## src/design/a_star_graph_path_search_core_assert.svh

```systemverilog
// assertion macros for the a* path search core
// expects clk and rst_n in the scope where a macro is used
`ifndef A_STAR_GRAPH_PATH_SEARCH_CORE_ASSERT_SVH
`define A_STAR_GRAPH_PATH_SEARCH_CORE_ASSERT_SVH

// same-cycle implication, checked out of reset
`define ASTAR_ASSERT_NOW(lbl, ante, cons, msg) \
  lbl: assert property (@(posedge clk) disable iff (!rst_n) (ante) |-> (cons)) \
    else $error(msg);

// next-cycle implication, checked out of reset
`define ASTAR_ASSERT_NEXT(lbl, ante, cons, msg) \
  lbl: assert property (@(posedge clk) disable iff (!rst_n) (ante) |=> (cons)) \
    else $error(msg);

`endif

```

## src/design/astar_ram.sv

```systemverilog
// generic simple dual port ram, one write and one registered read port
// no dependencies
`timescale 1ns / 1ps

module astar_ram #(
  parameter int WIDTH = 8,
  parameter int DEPTH = 16
) (
  input  logic                                     clk,
  input  logic                                     we,
  input  logic [(DEPTH > 1 ? $clog2(DEPTH) : 1)-1:0] waddr,
  input  logic [WIDTH-1:0]                         wdata,
  input  logic [(DEPTH > 1 ? $clog2(DEPTH) : 1)-1:0] raddr,
  output logic [WIDTH-1:0]                         rdata
);

  logic [WIDTH-1:0] mem [DEPTH];
  logic [WIDTH-1:0] rdata_r;

  always_ff @(posedge clk) begin
    if (we) begin
      mem[waddr] <= wdata;
    end
    rdata_r <= mem[raddr];
  end

  assign rdata = rdata_r;

endmodule

```

## config.mk

```make
export PLATFORM = sky130hd
export DESIGN_NAME = astar_ram
export DESIGN_NICKNAME = d
export VERILOG_FILES = /design/src/design/a_star_graph_path_search_core_assert.svh /design/src/design/astar_ram.sv
export SDC_FILE = /design/constraint.sdc
export NUM_CORES = 1
export LEC_CHECK = 0
export BUFFER_PORTS_ARGS = -buffer_cell sky130_fd_sc_hd__buf_2
export CORE_MARGIN = 8
export CORE_UTILIZATION = 55
export CTS_CLUSTER_DIAMETER = 60
export DETAILED_ROUTE_END_ITERATION = 8
export HOLD_SLACK_MARGIN = 0.03
export PLACE_DENSITY = 0.73
export SLEW_MARGIN = 20
export SYNTH_ARGS = -nofsm -noshare
export SYNTH_HDL_FRONTEND = slang
export SYNTH_SLANG_ARGS = --single-unit
```

## constraint.sdc

```tcl
create_clock -name clk -period 4.5 [get_ports clk]
set_input_delay 0.675 -clock clk [delete_from_list [all_inputs] [get_ports clk]]
set_output_delay 0.675 -clock clk [all_outputs]
set_load 0.05 [all_outputs]
```

[Yosys cells after proc, flatten, opt, wreduce, memory -nomap -nowiden]
Memory sizes are Yosys's and may differ from the RTL's. A register that Yosys moved wholly into a read port is not among the register bits.
Index checks and enable logic that the tools add are counted.
Word-level totals
  bits in writable memories: 128
  output and inout port bits: 8
  memories kept: 1
  flip-flop bits (word level): 0
  input port bits: 18
  logic and storage cells: 3
Cells by class
  multiplexer cells: 2
Memory list
  mem: words 16, width 8, read ports 1, clocked after memory_dff 1, write ports 1, RTL line astar_ram.sv:17  | logic [WIDTH-1:0] mem [DEPTH];
Operator list (number)
  1-bit two-way mux: 2

[Logic depth before layout (Yosys ltp)]
  word-level depth: 2
  depth in mapped cells: 5
  depth with buffers taken out: 3

[Least setup slack after synthesis]
Ideal clock, no wire load.
  path kind: input to register
  start: input waddr[2] (netlist name)
  end: memory mem[0][0], enable pin
  cell stages on the path: 2
  path slack: 2.332 ns
  path buffers: 0
  arrival: 1.785 ns
  path through: or3b_2 nor3_1
RTL lines
  start, declared: RTL line astar_ram.sv:11  | input logic [(DEPTH > 1 ? $clog2(DEPTH) : 1)-1:0] waddr,
  end, declared: RTL line astar_ram.sv:17
Straight into the memory's write port.

==> metrics <==
outcome complete, no violations; Overall Global Routing Usage 16.6%; CP top delay family buffers and inverters; Pint 0.00243 W; post-route clock period utilization 46.7%; fin. max-slew vios 0; Reg2Reg Depth 3; post-synthesis register bit count 136; Root Buffer clkbuf_8; Seq pwr share 46.6%; Max Cap Viol 0; part of the Yosys area used for sequential elements 77.8%; cell count after synthesis 229; share of layout cells above drive strength 1 28.1%; GR Overflow Total 0; CP cell instances buf_2 -> mux4_1 -> a22oi_1 -> nand2_1; Ys Warns 0; Pleak 2.02 nW; Post-CTS Setup Inserts 0; biggest cell delay along the critical path 770 ps; dpl cells 357; Fin. Hold Viols 0; Worst path depth 4; Peak supply drop 0.259 mV; Post-Syn Area 5150 um2; wire length per cell 25.6 um; drt first pass iters 5; Final setup viols 0; startpoint types primary input; Hold Crit Class in2reg; Top Ports 26; CTS Buf Count 17; Clock Power Share 48.4%; number of global-route vias before repair 2414; pin slew with the least headroom to its limit 1030 ps; Sw Share 20.6%; WP data required 4900 ps; via count 2417; Die W 113 um; overall power 0.00306 W; FMAX 475 MHz; hold slack 536 ps; Logic pwr share 4.9%; critical-path maximum fanout 32; fin nets 283; Core Region 9150 um2; fin cells 389; Avg Cell Area, Syn 22.5 um2; Port Buffers 25; clk sink count 136; number of H-tree levels 4; clock transition at the registers of the reported paths 60 ps; Area growth syn-to-layout 16.3%; drt via density 6.21; Max Root-Sink Buffers 2; starting density of the core 56.2%; hold buffer count at cts 0; Worst setup EP type register; Setup TNS 0 ps; hold depth 1; post-synthesis cell type count 19; antenna cells 0; first-pass GRT wire length 14.7 mm; num rows 35; pwr dens 511 nW/um2; DRT Wirelength 9.95 mm; DRC violation count after routing 0; Fillers 568; Final min period 2100 ps; Post-CTS Resized 0; post-synthesis net count 247; initial antenna violation count 0; routability cong. 0.711; Starting DRT DRC Count 265; CP Buf/Inv Count 1; Final Skew 6.55 ps; CTS tree done; RSZ-0062 raised after global routing false; Antenna Violating Nets Remaining 0; CP max-delay cell buf_2; Die ar. 12700 um2; Data arrival, critical path 2510 ps; largest net degree at the start of global routing 33; worst skew pair latency 520 ps; Die Ht 113 um; Detailed Place HPWL 5.93 mm; Rel. slew slack 31.2%; P_sw 0.000631 W; Setup CP Type in2reg
[path summary, 6_finish.rpt]
path,to,slack [ps],start
worst max-delay path,rdata[3]$_DFF_P_,2400,raddr[0]
worst min register to register,rdata[7]$_DFF_P_,670,mem[12][7]$_DFFE_PP_
worst min-delay path,mem[14][3]$_DFFE_PP_,540,wdata[3]
worst max register to register,rdata[3]$_DFF_P_,3040,mem[1][3]$_DFFE_PP_
[state kept, by name, summed over array words and instances, names as in the netlist]
name,flops
mem,128
rdata,8
[cell usage after synthesis]
master,instances,area (um2)
a22oi_1,16,120
or3b_2,1,8.76
and2_1,1,6.26
nor3_1,4,20.0
buf_2,3,15.0
nor2b_1,1,6.26
mux4_2,18,405
dfxtp_1,8,160
and2b_1,1,7.51
nand3b_1,2,15.0
nand2_1,9,33.8
edfxtp_1,128,3840
buf_4,1,7.51
nand3_1,1,5.00
buf_6,3,33.8
clkdlybuf4s25_2,3,30.0
nand2b_1,2,12.5
nor2_1,13,48.8
mux4_1,14,368
[kinds of logic after synthesis]
logic type             share of synthesized area [%]
buffers and inverters                           1.68
AND/OR/NAND/NOR                                 3.18
multiplexers                                    15.0
AO/OA/AOI/OAI                                   2.33
flip-flops                                      77.8
[power by group through the flow]
| stage | Sequential (W) | Clock, W | Combinational, W |
|---|---|---|---|
| floorplan | 0.00148 | 0 | 0.0000719 |
| global placement | 0.00145 | 0 | 0.000148 |
| detailed placement | 0.00145 | 0 | 0.000151 |
| CTS | 0.00143 | 0.00149 | 0.000153 |
| global route | 0.00143 | 0.00154 | 0.000161 |
| finish | 0.00143 | 0.00148 | 0.000150 |
[layer usage]
| layer | global-route usage, % | up-vias | routed length [um] | part of all wire, % |
|---|---|---|---|---|
| met5 | 0 | - | 0 | 0 |
| met4 | 7.55 | 0 | 121 | 1.2 |
| met3 | 5.32 | 10 | 637 | 6.4 |
| met2 | 24.3 | 108 | 4840 | 49 |
| met1 | 22.3 | 1256 | 4360 | 44 |
| li1 | - | 1043 | - | - |
[cell usage in the layout (no fill, tap or decap), types with 3 or more instances in the layout]
cell type / Yosys / layout
dfxtp_1: 8 / 8
inv_6: 0 / 3
bufinv_16: 0 / 5
mux4_2: 18 / 18
nand2_1: 9 / 9
clkbuf_16: 0 / 16
clkinv_4: 0 / 4
mux4_1: 14 / 14
a22oi_1: 16 / 16
nor2_1: 13 / 13
buf_2: 3 / 25
edfxtp_1: 128 / 128
[area by class of cell]
class / instances / area (um2) / area share [%]
sequential: 136 / 4000 / 66.9
multi-input combinational: 83 / 1070 / 17.8
clock buffer: 17 / 414 / 6.92
clock inverter: 15 / 224 / 3.74
timing repair buffer: 27 / 140 / 2.34
tap: 111 / 139 / 2.32
[through the flow]
step / area [um2] / utilization, % / setup slack, ps
after global placement: 5350 / 58.4 / 1750
after floorplan: 5150 / - / 2330
after detailed placement: 5350 / 58.5 / 1820
after global routing: 5990 / 65.4 / 2240
after CTS: 5990 / 65.4 / 2310
final: 5990 / 65.4 / 2400
Note: power is estimated with default switching activity, not from simulation.
